$ cat config.mk
export PLATFORM = sky130hd
export DESIGN_NAME = trs_seq
export DESIGN_NICKNAME = d
export VERILOG_FILES = /design/src/rtl/trs_pkg.sv /design/src/rtl/trs_seq.sv
export SDC_FILE = /design/constraint.sdc
export NUM_CORES = 1
export LEC_CHECK = 0
export BUFFER_PORTS_ARGS = -buffer_cell sky130_fd_sc_hd__buf_2
export CAP_MARGIN = 5
export CORE_AREA = 3 3 204 206
export DETAILED_ROUTE_END_ITERATION = 6
export DIE_AREA = 0 0 207 209
export PLACE_DENSITY = 0.43
export REMOVE_ABC_BUFFERS = 1
export SLEW_MARGIN = 30
export SYNTH_ARGS = -nofsm -noshare
export SYNTH_HDL_FRONTEND = slang
export SYNTH_SLANG_ARGS = --single-unit
$ cat constraint.sdc
create_clock -name clk -period 16.3 [get_ports clk]
set_input_delay 1.63 -clock clk [delete_from_list [all_inputs] [get_ports clk]]
set_output_delay 1.63 -clock clk [all_outputs]
set_load 0.05 [all_outputs]
$ cat src/rtl/trs_pkg.sv
`timescale 1ns / 1ps

package trs_pkg;

	localparam int QBITS = 32;

	localparam logic MAT_WORLD = 1'b0;
	localparam logic MAT_INV   = 1'b1;

	typedef struct packed {
		logic signed [15:0] qx;
		logic signed [15:0] qy;
		logic signed [15:0] qz;
		logic signed [15:0] qw;
		logic signed [31:0] tx;
		logic signed [31:0] ty;
		logic signed [31:0] tz;
		logic signed [31:0] sx;
		logic signed [31:0] sy;
		logic signed [31:0] sz;
	} item_t;

	typedef struct packed {
		logic       mat;
		logic [1:0] col;
		logic       last;
	} meta_t;

	typedef struct packed {
		logic [63:0]        rem;
		logic [31:0]        dvs;
		logic [QBITS-1:0]   quo;
		logic               neg;
		logic               zero;
		logic               byp;
		logic               ovf;
		logic signed [31:0] val;
	} lane_t;

	typedef struct packed {
		logic            vld;
		meta_t           meta;
		lane_t [2:0]     lane;
	} dstage_t;

endpackage

$ cat src/rtl/trs_seq.sv
`timescale 1ns / 1ps

module trs_seq (
	input  logic           clk,
	input  logic           arst_n,
	input  logic           adv,
	input  logic           s_tvalid,
	output logic           s_tready,
	input  trs_pkg::item_t in_item,
	output logic           job_vld,
	output logic [2:0]     job_k,
	output trs_pkg::item_t job_item
);
	import trs_pkg::*;

	logic       busy_q;
	logic [2:0] cnt_q;
	item_t      item_q;
	logic       take;

	assign s_tready = adv && (!busy_q || cnt_q == 3'd7);
	assign take     = s_tvalid && s_tready;

	always_ff @(posedge clk or negedge arst_n) begin
		if (!arst_n) begin
			busy_q <= 1'b0;
			cnt_q  <= 3'd0;
		end else if (take) begin
			busy_q <= 1'b1;
			cnt_q  <= 3'd0;
		end else if (adv && busy_q) begin
			cnt_q <= cnt_q + 3'd1;
			if (cnt_q == 3'd7) begin
				busy_q <= 1'b0;
			end
		end
	end

	always_ff @(posedge clk) begin
		if (take) begin
			item_q <= in_item;
		end
	end

	assign job_vld  = busy_q;
	assign job_k    = cnt_q;
	assign job_item = item_q;

endmodule

# Word level (Yosys, flattened, before mapping)
# Cells that the tools add are included.
# W data, S select, Z words.
word_totals:
  elab_cells: 27
  out_inout_bits: 261
  register_bits: 260
  input_bits: 260
op_classes:
  muxes: 5
  n_eq_ne: 1
  n_reduce_logical: 8
  add_sub_neg: 1
op_table:
  columns: ["operator", "n"]
  rows:
  - ["$mux W3", 2]
  - ["$reduce_bool A2 Y1", 2]
  - ["$add A3 B1 Y3 const B", 1]
  - ["$eq A3 B3 Y1 const B", 1]
  - ["$logic_and A1 B1 Y1", 3]
  - ["$mux W1", 3]
  - ["$reduce_and A2 Y1", 1]
  - ["$logic_not A1 Y1", 1]
  - ["$logic_or A1 B1 Y1", 1]

# Longest topological paths before layout
# Gate-level depths: netlist of the first run.
logic_depth:
  ltp_word: 6
  depth_mapped: 5
  mapped_depth_nobuf: 5

# Least setup slack after synthesis of the first run
# No wires, ideal clock.
synth_timing:
  path_kind: "input -> register"
  from: "in s_tvalid"
  to: "reg item_q (netlist bit job_item[0]) (enable)"
  n_path_buf: 0
  setup_ns: 0.958
  path_slack_ns: 1.349
  t_required_ns: 15.342
  stages: 2
  arrival_ns: 13.993
  path_cell_list: "nand2_1 a21oi_1"
synth_between:
  elab_chain_cells: 1
synth_rtl:
  columns: ["item", "line_no", "source"]
  rows:
  - ["start: declaration", "trs_seq.sv:7", "input logic s_tvalid,"]
  - ["$logic_and A1 B1 Y1", "trs_seq.sv:22", "assign take = s_tvalid && s_tready;"]
  - ["via take", "trs_seq.sv:19", "logic take;"]
  - ["end signal: assignment", "trs_seq.sv:41", "item_q <= in_item;"]
  - ["end: declaration", "trs_seq.sv:18", "item_t item_q;"]
# The timed path passes the listed nets, and every way through them passes these cells.
# A chain may end at the register's enable or synchronous reset.

# Worst setup path in the final report of the first run
layout_timing:
  from: "in adv"
  to: "reg item_q (netlist bit job_item[69]) (enable)"
layout_between:
  elab_chain_cells: 2
layout_rtl:
  columns: ["item", "line_no", "source"]
  rows:
  - ["start: declaration", "trs_seq.sv:6", "input logic adv,"]
  - ["$logic_and A1 B1 Y1", "trs_seq.sv:21", "assign s_tready = adv && (!busy_q || cnt_q == 3'd7);"]
  - ["$logic_and A1 B1 Y1", "trs_seq.sv:22", null]
  - ["via take", "trs_seq.sv:19", null]
# The timed path passes the listed nets, and every way through them passes these cells.

==> summary.md, run 1 <==
| Metric | Value |
|---|---|
| Status | completed |
| CTS-repair resized insts | 0 |
| Design area | 12,100 sq um |
| Hold crit path type | reg2reg |
| Crit end category | flop |
| DP Wirelength | 17,400 um |
| RSZ-0062 raised after global routing | no |
| Antenna violations before repair | 3 |
| Die width | 207 um |
| Number of buffers created by CTS | 29 |
| PortBufs | 520 |
| Area of the mapped netlist | about 7900 sq um |
| Hold-fix buffers at CTS | 0 |
| Worst-Skew Late Latency | 540 ps |
| Clk slew on worst S/H paths | approximately 60 ps |
| Register area | just under 8000 sq um |
| Core area | 39,800 sq um |
| Die Y | about 210 um |
| Period minus WS final | 4100 ps |
| Placed cell area | 11,200 sq um |
| Max-slew violations | 0 |
| Synth area leaders | edfxtp_1 (97%), dfrtp_1 (1.3%), ha_1 (0.32%), nand2_1 (0.24%), a22o_1 (0.22%) |
| Final setup fails | 0 |
| CTS root buffer | clkbuf_16 |
| Routability Congestion | 0.735 |
| DR iter-0 viols | approximately 170 |
| # fillers | 4,025 |
| Multi-input logic area | 114 sq um |
| Final WS setup | 12,200 ps |
| Yosys top cell area share | 0.974 |
| R2R cell count | 7 |
| Critical path type | in2reg |
| Rows | 73 |
| Final core occ | 0.303 |
| Final period util | 0.251 |
| Vias per cell | 3.57 |
| Post-route ant nets | 0 |
| Lkg Pwr | 0.00491 uW |
| Largest net degree at the start of global routing | 72 |
| Drt first pass iters | 4 |
| Setup TNS | 0 ps |
| Routed WL | between 20,000 and 25,000 um |
| CP Data Arrival Time | around 4300 ps |
| Vias | roughly 4,900 |
| Flops & latches, synth | 260 |
| Avg Cell Area, Syn | 28.7 sq um |
| All-Layer GR Usage | 0.0980 |
| Post-synth top area cell | edfxtp_1 |
| Reg2reg setup slack | 12,620 ps |
| Area Overhead vs Synth | 53.0% |
| H-tree levels | 1 |
| Worst setup path startpoint | adv |
| Boundary Pins | roughly 520 |
| Final Skew | 11.3 ps |
| CTS Buffer Depth | 3 |
| Total grt overflow | 0 |
| Synth cell types | 11 |
| Max Clk Rate | 244 MHz |
| Nets | between 1,000 and 1,500 |
| Worst EP required | 16,460 ps |
| Place WS | 11,600 ps |
| Routed WL per cell | 16.5 um |
| First-pass GRT wire length | 32,600 um |
| Clk sinks | 260 |
| Mapped Cells | 275 |
| CTS tree | done |
| Worst vdd ir | 0.0000867 V |
| Fin. Hold Viols | 0 |
| PwrDens | ~140 nW/um^2 |
| Critical Path Start Type | input pin |
| Critical path peak fanout | 71 |
| Seq/Total Area, Yosys | 0.987 |
| Reg2reg start | job_k[0] |
| Max Cap Viol | 0 |
| Number of global-route vias before repair | 5,292 |
| YS warnings | 0 |
| # DRC | 0 |
| Worst setup endpoint | job_item[69] |
| Slew headroom | 0.384 |
| Die area | roughly 43,000 sq um |
| Postcts setup bufs | 0 |
| Worst r2r dst | job_item[69] |
| Initial Util | 0.198 |
| Share of layout cells above drive strength 1 | 0.663 |
| Least-Margin Pin Slew | 924 ps |
## through the flow
stage	hold WS, ps	power [uW]	cells
3_3_place_gp	516	1070	1324
4_1_cts	539	1680	1376
6_report	538	1650	1378
2_1_floorplan	780	1010	275
3_5_place_dp	521	1070	1324
5_1_grt	579	1730	1377
## cell type report
type                    instances  area share
clock buffers                  37      0.0626
repair buffers                524       0.218
diodes                          2    0.000414
flip-flops and latches        260       0.645
multi-input cells              14     0.00943
well taps                     525      0.0544
clock inverters                15     0.00995
inverters                       1    0.000311
## worst min-delay path by stage
stage,startpoint,end,depth (start not counted)
2_1_floorplan,job_vld,job_vld,2
3_3_place_gp,job_k[1],job_k[1],1
3_5_place_dp,job_k[2],job_k[2],1
4_1_cts,job_k[2],job_k[2],1
5_1_grt,job_k[1],job_k[1],1
6_report,job_k[2],job_k[2],1
## layout by cell type (no fill, tap or decap)
cell / netlist / final
edfxtp_1: 256 / 256
nand2_1: 5 / 5
a22o_1: 2 / 2
a21oi_2: 1 / 1
buf_4: 0 / 4
buf_2: 0 / 520
o21ai_1: 1 / 1
a21oi_4: 0 / 1
inv_6: 0 / 1
dfrtp_1: 4 / 4
clkbuf_1: 0 / 8
inv_1: 1 / 1
clkbuf_16: 0 / 29
a21boi_0: 1 / 1
clkinv_2: 0 / 5
clkinv_1: 0 / 7
bufinv_16: 0 / 2
ha_1: 2 / 2
diode_2: 0 / 2
mux2_4: 1 / 1
## metal layers
metal / global-route usage / share of wire / up-vias
met3: 0.0461 / 0.12 / 37
met5: 0 / 0.00031 / -
met2: 0.171 / 0.50 / 306
li1: - / - / 2236
met4: 0.0295 / 0.023 / 2
met1: 0.106 / 0.36 / 2339
## registers in the layout (all words and copies together) (netlist names)
signal	cells
job_item	256
job_vld	1
job_k	3
## critical path, cell delays in order
cell and delay (ps):
buf_2 120, nand2_1 100, a21oi_4 120, buf_4 560, buf_4 750, buf_4 830
## report_power, final
group / internal, uW / switching, uW / leakage, uW
Sequential: 790 / 12.4 / 0.00236
Clock: 356 / 249 / 0.000430
Combinational: 53.8 / 193 / 0.00212
## cells in the mapped netlist
cell,instances
a21boi_0,1
a21oi_1,1
a21oi_2,1
a22o_1,2
dfrtp_1,4
edfxtp_1,256
ha_1,2
inv_1,1
mux2_4,1
nand2_1,5
o21ai_1,1
## kinds of logic after synthesis
logic type,after synthesis,synth area share
compound gates,6,0.00555
fa+ha+maj,2,0.00317
flops,260,0.987
mux,1,0.00190
buf+inv,1,0.000475
simple gates,5,0.00238
No activity file was read; power rests on OpenSTA's default activity.
==> inputs of run 2 (changes only) <==
--- a/config.mk
+++ b/config.mk
@@ -10,7 +10,7 @@
 export CORE_AREA = 3 3 204 206
 export DETAILED_ROUTE_END_ITERATION = 6
 export DIE_AREA = 0 0 207 209
-export PLACE_DENSITY = 0.43
+export PLACE_DENSITY = 0.44
 export REMOVE_ABC_BUFFERS = 1
 export SLEW_MARGIN = 30
 export SYNTH_ARGS = -nofsm -noshare
==> constraint.sdc (replaced) <==
create_clock -name clk -period 3.5 [get_ports clk]
set_input_delay 0.35 -clock clk [delete_from_list [all_inputs] [get_ports clk]]
set_output_delay 0.35 -clock clk [all_outputs]
set_load 0.05 [all_outputs]
==> run 2 against run 1 <==
Against the previous run: sequential power rose to 4.7 times the previous value; global-route usage increased by 1.5 points; total power rose to 4.9 times the previous value; hold slack lost 460 ps; critical path depth is 1 lower; design area is 23% higher; cell count grew 19%; die area did not move; utilization increased by 6.9 points; wire length is 14% higher; clock power grew to 4.9 times the previous value.
==> summary.md, run 2 (synthesis results as in run 1) <==
| Metric | Value |
|---|---|
| Die Y | 209 um (unchanged) |
| Status | completed (unchanged) |
| Antenna violations before repair | 3 (unchanged) |
| Register area | 7790 sq um (unchanged) |
| Critical path peak fanout | 3 (was 71) |
| Placed cell area | 11,300 sq um (was 11,200 sq um) |
| Slew headroom | 0.688 (was 0.384) |
| # DRC | 0 (unchanged) |
| Boundary Pins | 521 (unchanged) |
| Initial Util | 0.198 (unchanged) |
| CP Data Arrival Time | 1840 ps (was 4260 ps) |
| Total grt overflow | 0 (unchanged) |
| Hold crit path type | in2reg (was reg2reg) |
| Worst-Skew Late Latency | 540 ps (about the same) |
| Critical path type | reg2out (was in2reg) |
| Lkg Pwr | 0.00606 uW (was 0.00491 uW) |
| Rows | 73 (unchanged) |
| Max FFs per register | 256 (unchanged) |
| Die width | 207 um (unchanged) |
| PortBufs | 520 (unchanged) |
| Worst setup endpoint | s_tready (was job_item[69]) |
| Vias per cell | 3.59 (was 3.57) |
| Number of buffers created by CTS | 28 (was 29) |
| DR iter-0 viols | 202 (was 167) |
| R2R cell count | 6 (was 7) |
| Worst r2r dst | job_item[184] (was job_item[69]) |
| Worst EP required | 3150 ps (was 16,460 ps) |
| Area Overhead vs Synth | 87.7% (was 53.0%) |
| Max-slew violations | 0 (unchanged) |
| All-Layer GR Usage | 0.113 (was 0.0980) |
| Postcts setup bufs | 0 (unchanged) |
| Design area | 14,800 sq um (was 12,100 sq um) |
| Least-Margin Pin Slew | 467 ps (was 924 ps) |
| Crit-path slowest cell | dfrtp_1 (was buf_4) |
| Clk slew on worst S/H paths | 60 ps (about the same) |
| Worst vdd ir | 0.000382 V (was 0.0000867 V) |
| Final period util | 0.625 |
| First-pass GRT wire length | 38,300 um (was 32,600 um) |
| CTS-repair resized insts | 0 (unchanged) |
| CTS root buffer | clkbuf_16 (unchanged) |
| Crit end category | output port (was flop) |
| Die area | 43,300 sq um (unchanged) |
| Hold-fix buffers at CTS | 256 (was 0) |
| Fin. Hold Viols | 0 (unchanged) |
| Post-route ant nets | 0 (unchanged) |
| Final core occ | 0.372 (was 0.303) |
| Final setup fails | 0 (unchanged) |
| CP most frequent cell | ha_1 (was buf_4) |
| Clk sinks | 260 (unchanged) |
| Most common cell after layout, fill and taps aside | buf_2 (unchanged) |
| CTS Buffer Depth | 3 (unchanged) |
| Routed WL | 25,800 um (was 22,700 um) |
| Period minus WS final | 2190 ps |
| Max Cap Viol | 0 (unchanged) |
| RSZ-0062 raised after global routing | no (unchanged) |
| Drt first pass iters | 4 (unchanged) |
| Multi-input logic area | 114 sq um (unchanged) |
| Routability Congestion | 0.765 (was 0.735) |
| Largest net degree at the start of global routing | 71 (was 72) |
| DP Wirelength | 18,900 um (was 17,400 um) |
| Max Clk Rate | 457 MHz |
| PwrDens | 548 nW/um^2 (was 137 nW/um^2) |
| CTS tree | done (unchanged) |
| Share of layout cells above drive strength 1 | 0.515 (was 0.663) |
| CP peak stage delay | 390 ps (was 830 ps) |
| Core area | 39,800 sq um (unchanged) |
| Critical Path Start Type | flop (was input pin) |
| Worst-path cell chain | ha_1 -> ha_1 -> inv_1 -> a21boi_0 -> buf_2 (was buf_2 -> nand2_1 -> a21oi_4 -> buf_4 -> buf_4 -> buf_4) |
| H-tree levels | 1 (unchanged) |
| Worst setup path startpoint | job_k[0] (was adv) |
| Final Skew | 16.2 ps (was 11.3 ps) |
| Number of global-route vias before repair | 6,639 (was 5,292) |
| Reg2reg setup slack | 1400 ps (was 12,620 ps) |
| Vias | 5,895 (was 4,920) |
| Most frequent cells in the layout | buf_2 (520), dlygate4sd3_1 (256), edfxtp_1 (256), clkbuf_16 (29), buf_4 (9) (was buf_2 (520), edfxtp_1 (256), clkbuf_16 (29), clkbuf_1 (8), clkinv_1 (7)) |
| N_diodes | 0 (was 2) |
| # fillers | 3,774 (was 4,025) |
| Nets | 1,357 (was 1,092) |
| Reg2reg start | job_k[0] (unchanged) |
| Routed WL per cell | 15.7 um (was 16.5 um) |
## run 2: worst max-delay path: cells and delay by family (launching register included)
| kind | cells | cell delay (ps) |
|---|---|---|
| buffers and inverters | 2 | 390 |
| AOI/OAI and AO/OA | 1 | 170 |
| adders and majority gates | 2 | 370 |
| DFF | 1 | 390 |
## run 2: cell type report
| type | count | area share |
|---|---|---|
| tap | 525 | 0.0443 |
| multi-input combinational | 14 | 0.00769 |
| inverter | 1 | 0.000253 |
| timing repair buffer | 790 | 0.360 |
| clock buffer | 36 | 0.0508 |
| clock inverter | 14 | 0.0114 |
| sequential | 260 | 0.526 |
## run 2: through the flow
stage | setup TNS [ps] | power (uW) | hold WS, ps | std cells | setup slack [ps]
after floorplan | -2788010 | 4700 | 54.4 | 275 | -10890
after global placement | 0 | 5000 | 162 | 1334 | 1390
after detailed placement | 0 | 5000 | 166 | 1334 | 1380
after CTS | 0 | 8240 | 37.9 | 1640 | 1270
after global routing | 0 | 8450 | 43.6 | 1640 | 1110
final | 0 | 8120 | 81.6 | 1640 | 1310
## run 2: how the worst min path moves through the flow
| stage | start | to | slack (ps) | depth (start not counted) |
|---|---|---|---|---|
| floorplan | arst_n | job_k[0] | 50 | 0 |
| global placement | arst_n | job_vld | 160 | 1 |
| detailed placement | arst_n | job_vld | 170 | 1 |
| CTS | in_item[205] | job_item[205] | 40 | 1 |
| global route | in_item[205] | job_item[205] | 40 | 1 |
| finish | in_item[205] | job_item[205] | 80 | 1 |
## run 2: power breakdown
| group | total [uW] | internal [uW] | switching, uW |
|---|---|---|---|
| registers | 3730 | 3670 | 58.4 |
| clock network | 2960 | 1800 | 1160 |
| logic | 1430 | 467 | 959 |
## run 2: routing by layer
layer / vias to the layer above / wire length, um / share of wire / global-route usage
met3: 46 / 2280 / 0.088 / 0.0434
met4: 6 / 626 / 0.024 / 0.0323
met1: 2766 / 9540 / 0.37 / 0.124
met2: 318 / 13300 / 0.52 / 0.203
met5: - / 40 / 0.0015 / 0
li1: 2759 / - / - / -
==> inputs of run 3 (changes only) <==
--- a/config.mk
+++ b/config.mk
@@ -5,6 +5,7 @@
 export SDC_FILE = /design/constraint.sdc
 export NUM_CORES = 1
 export LEC_CHECK = 0
+export ABC_AREA = 1
 export BUFFER_PORTS_ARGS = -buffer_cell sky130_fd_sc_hd__buf_2
 export CAP_MARGIN = 5
 export CORE_AREA = 3 3 204 206
==> constraint.sdc (replaced) <==
create_clock -name clk -period 1.9 [get_ports clk]
set_input_delay 0.19 -clock clk [delete_from_list [all_inputs] [get_ports clk]]
set_output_delay 0.19 -clock clk [all_outputs]
set_load 0.05 [all_outputs]
==> run 3 against run 2 <==
Against the previous run: clock skew shrank 4.5 ps; sequential power up 91%; hold slack improved by 17 ps; synthesized cell count grew 3.3%; cell count is 1.2% higher; total power up 94%; critical path depth unchanged; combinational power rose by 150%; via count increased by 1.5%; die area did not move; non-clock buffer count increased by 8; design area is 0.18% higher; highest routed layer unchanged.
==> summary.md, run 3 <==
| Metric | Value |
|---|---|
| Worst EP required | 1710 ps (was 3150 ps) |
| All-Layer GR Usage | 0.120 (was 0.113) |
| Mux cell area share after synthesis | 0 (was 0.00190) |
| YS warnings | 0 (unchanged) |
| GRT met3 Usage | 0.0441 (was 0.0434) |
| Vias per cell | 3.61 (was 3.59) |
| GRT met1 Usage | 0.133 (was 0.124) |
| Flops & latches, synth | 260 (unchanged) |
| Max Cap Viol | 0 (unchanged) |
| Share of layout cells above drive strength 1 | 0.515 (about the same) |
| CTS Buffer Depth | 3 (unchanged) |
| Period minus WS final | around 1800 ps |
| Overall power | 15,800 uW (was 8120 uW) |
| Least-Margin Pin Slew | 328 ps (was 467 ps) |
| Seq pwr share | 0.451 (was 0.459) |
| DR iter-0 viols | 188 (was 202) |
| Slew headroom | 0.783 (was 0.688) |
| Clock share of power | 0.322 (was 0.365) |
| Total grt overflow | 0 (unchanged) |
| Max-slew violations | 0 (unchanged) |
| Nets | 1,375 (was 1,357) |
| Most frequent cells in the layout | buf_2 (519), dlygate4sd3_1 (259), edfxtp_1 (256), clkbuf_16 (29), buf_4 (15) (was buf_2 (520), dlygate4sd3_1 (256), edfxtp_1 (256), clkbuf_16 (29), buf_4 (9)) |
| Placed cell area | 11,300 sq um (about the same) |
| Synth area leaders | edfxtp_1 (97%), dfrtp_1 (1.3%), nand2_1 (0.47%), ha_1 (0.32%), nand3_1 (0.19%) (was edfxtp_1 (97%), dfrtp_1 (1.3%), ha_1 (0.32%), nand2_1 (0.24%), a22o_1 (0.22%)) |
| Vias | 5,985 (was 5,895) |
| PortBufs | 520 (unchanged) |
| Die width | 207 um (unchanged) |
| Yosys top cell area share | 0.971 (was 0.974) |
| Lkg Pwr | 0.00612 uW (was 0.00606 uW) |
| Critical path peak fanout | 2 (was 3) |
| Synth cell types | 11 (unchanged) |
| Die Y | 209 um (unchanged) |
| Mapped Cells | 284 (was 275) |
| Critical path type | reg2out (unchanged) |
| Max FFs per register | 256 (unchanged) |
| Drt first pass iters | 4 (unchanged) |
| Initial Util | 0.199 (was 0.198) |
| Max Clk Rate | 551 MHz |
| M2 GR Usage | 0.217 (was 0.203) |
| Final Skew | 11.7 ps (was 16.2 ps) |
| Clk slew on worst S/H paths | 60 ps (about the same) |
| Post-Synth Simple-Gate Area | 0.0101 (was 0.00238) |
| Critical Path Start Type | flop (unchanged) |
| First-pass GRT wire length | 40,300 um (was 38,300 um) |
| Die area | 43,300 sq um (unchanged) |
| Post-synthesis compound-gate area fraction | 0.000632 (was 0.00555) |
| Post-synth ARST share | 0.0154 (unchanged) |
| Antenna violations before repair | 1 (was 3) |
| Status | completed (unchanged) |
| Fin. Hold Viols | 0 (unchanged) |
| Design area | 14,800 sq um (about the same) |
| # placed instances | 1,344 (was 1,334) |
| Largest net degree at the start of global routing | 40 (was 71) |
| Clk sinks | 260 (unchanged) |
| Boundary Pins | 521 (unchanged) |
| Hold crit path type | in2reg (unchanged) |
| Worst-Skew Late Latency | 550 ps (was 540 ps) |
| PwrDens | 1060 nW/um^2 (was 548 nW/um^2) |
| Sw power | 4840 uW (was 2180 uW) |
| H-tree levels | 1 (unchanged) |
| Seq/Total Area, Yosys | 0.984 (was 0.987) |
| RSZ-0062 raised after global routing | no (unchanged) |
| CP Data Arrival Time | 1630 ps (was 1840 ps) |
| Most common cell after layout, fill and taps aside | buf_2 (unchanged) |
| Count leader, synth | edfxtp_1 (unchanged) |
| Top cells by count, synth | edfxtp_1 (256), nand2_1 (10), dfrtp_1 (4), inv_1 (3), nand3_1 (3) (was edfxtp_1 (256), nand2_1 (5), dfrtp_1 (4), a22o_1 (2), ha_1 (2)) |
| Final period util | 0.956 |
| Routed WL per cell | 16.5 um (was 15.7 um) |
| Number of global-route vias before repair | 6,790 (was 6,639) |
| Post-synth top area cell | edfxtp_1 (unchanged) |
| Largest family of logic cells by synthesized area | simple AND/OR/NAND/NOR gates (was compound AO/OA/AOI/OAI gates) |
| Sw Share | 0.307 (was 0.269) |
| Busiest grt layer | met2 (unchanged) |
| # DRC | 0 (unchanged) |
| Routed WL | 27,400 um (was 25,800 um) |
| CTS root buffer | clkbuf_16 (unchanged) |
| N_diodes | 0 (unchanged) |
| Post-synth EDFFs | 256 (unchanged) |
| Crit end category | output port (unchanged) |
| Core area | 39,800 sq um (unchanged) |
| Final setup fails | 0 (unchanged) |
| Rows | 73 (unchanged) |
| Number of buffers created by CTS | 29 (was 28) |
| CTS tree | done (unchanged) |
| Predominant post-synthesis flop cell | edfxtp_1 (unchanged) |
| Adder-cell share of the synthesized area | 0.00316 (was 0.00317) |
| DP Wirelength | 20,000 um (was 18,900 um) |
| Post-route ant nets | 0 (unchanged) |
| Area Overhead vs Synth | 87.5% (was 87.7%) |
| Power Internal | 10,900 uW (was 5940 uW) |
| Area of the mapped netlist | 7920 sq um (was 7890 sq um) |
| Avg Cell Area, Syn | 27.9 sq um (was 28.7 sq um) |
| Non-Filler Instances | 1,660 (was 1,640) |
| Comb pwr share | 0.226 (was 0.176) |
| # fillers | 3,780 (was 3,774) |
| Worst vdd ir | 0.000803 V (was 0.000382 V) |
| XOR/XNOR Fraction of Synth Area | 0 (unchanged) |
| Routability Congestion | 0.789 (was 0.765) |
==> run 3: cell types whose count changed in the layout (fill, tap and decap cells not counted), sizes merged <==
| cell | previous run | this run |
|---|---|---|
| buf | 534 | 539 |
| inv | 1 | 7 |
| mux2 | 1 | 0 |
| nand3 | 0 | 4 |
| dlygate4sd3 | 256 | 259 |
| bufinv | 4 | 1 |
| a21boi | 1 | 0 |
| nor2 | 0 | 2 |
| a21oi | 2 | 0 |
| clkbuf | 36 | 37 |
| clkinv | 9 | 12 |
| a22o | 2 | 0 |
| nand2 | 5 | 10 |
==> run 3: cell type report <==
class | count | area [sq um] | share of cell area
Sequential cell | 260 | 7790 | 0.525
Timing Repair Buffer | 798 | 5390 | 0.363
Clock buffer | 37 | 756 | 0.0509
Tap cell | 525 | 657 | 0.0443
Multi-Input combinational cell | 19 | 116 | 0.00784
Clock inverter | 16 | 105 | 0.00708
Inverter | 5 | 26.3 | 0.00177
==> run 3: path summary, 6_finish.rpt <==
kind | start | to | slack [ps] | cells past startpoint
max in group asynchronous | arst_n | job_k[2] | 1180 | 3
min | s_tvalid | job_k[1] | 100 | 5
min reg2reg | job_k[2] | job_k[2] | 520 | 2
min in group asynchronous | arst_n | job_vld | 540 | 3
max reg2reg | job_k[1] | job_item[41] | 130 | 7
max | job_k[0] | s_tready | 80 | 5
==> run 3: what timing repair did <==
| action | 4_1_cts | 5_1_grt |
|---|---|---|
| hold endpoints to repair | 261 | 0 |
| buffers inserted | 2 | 2 |
| endpoints found under the setup margin | 1 | 1 |
| pin swaps | 0 | 1 |
| resized for setup | 2 | 2 |
| hold buffers | 259 | 0 |
==> run 3: power groups by stage <==
stage / Combinational (uW) / Sequential [uW] / Clock, uW
after global placement: 3100 / 7230 / 0
after CTS: 3570 / 7120 / 5300
final: 3570 / 7120 / 5080
after floorplan: 292 / 9130 / 0
after global routing: 3740 / 7160 / 5560
after detailed placement: 3090 / 7240 / 0
==> run 3: kinds of logic after synthesis <==
kind of cell	Yosys count
simple gates	16
flops	260
compound gates	1
fa+ha+maj	2
buf+inv	5
==> run 3: metrics by stage <==
step	utilization	setup TNS, ps	hold WS, ps	setup slack (ps)
6_report	0.373	0	98.3	83.8
5_1_grt	0.373	0	86.8	8.93
3_3_place_gp	0.285	0	3.04	89.5
3_5_place_dp	0.285	0	6.43	81.5
4_1_cts	0.372	0	60.5	6.46
2_1_floorplan	-	-1249220	-106	-4880
==> run 3: critical path, stage by stage (launching register included) <==
cell     delay, ps
dfrtp_1        380
ha_1           210
ha_1           210
nand2_2         80
o21ai_2         60
buf_6          150
==> run 3: routing by layer <==
metal	wire length, um	vias up
met5	7	-
met3	2320	43
met1	10100	2817
li1	-	2806
met4	673	2
met2	14300	317
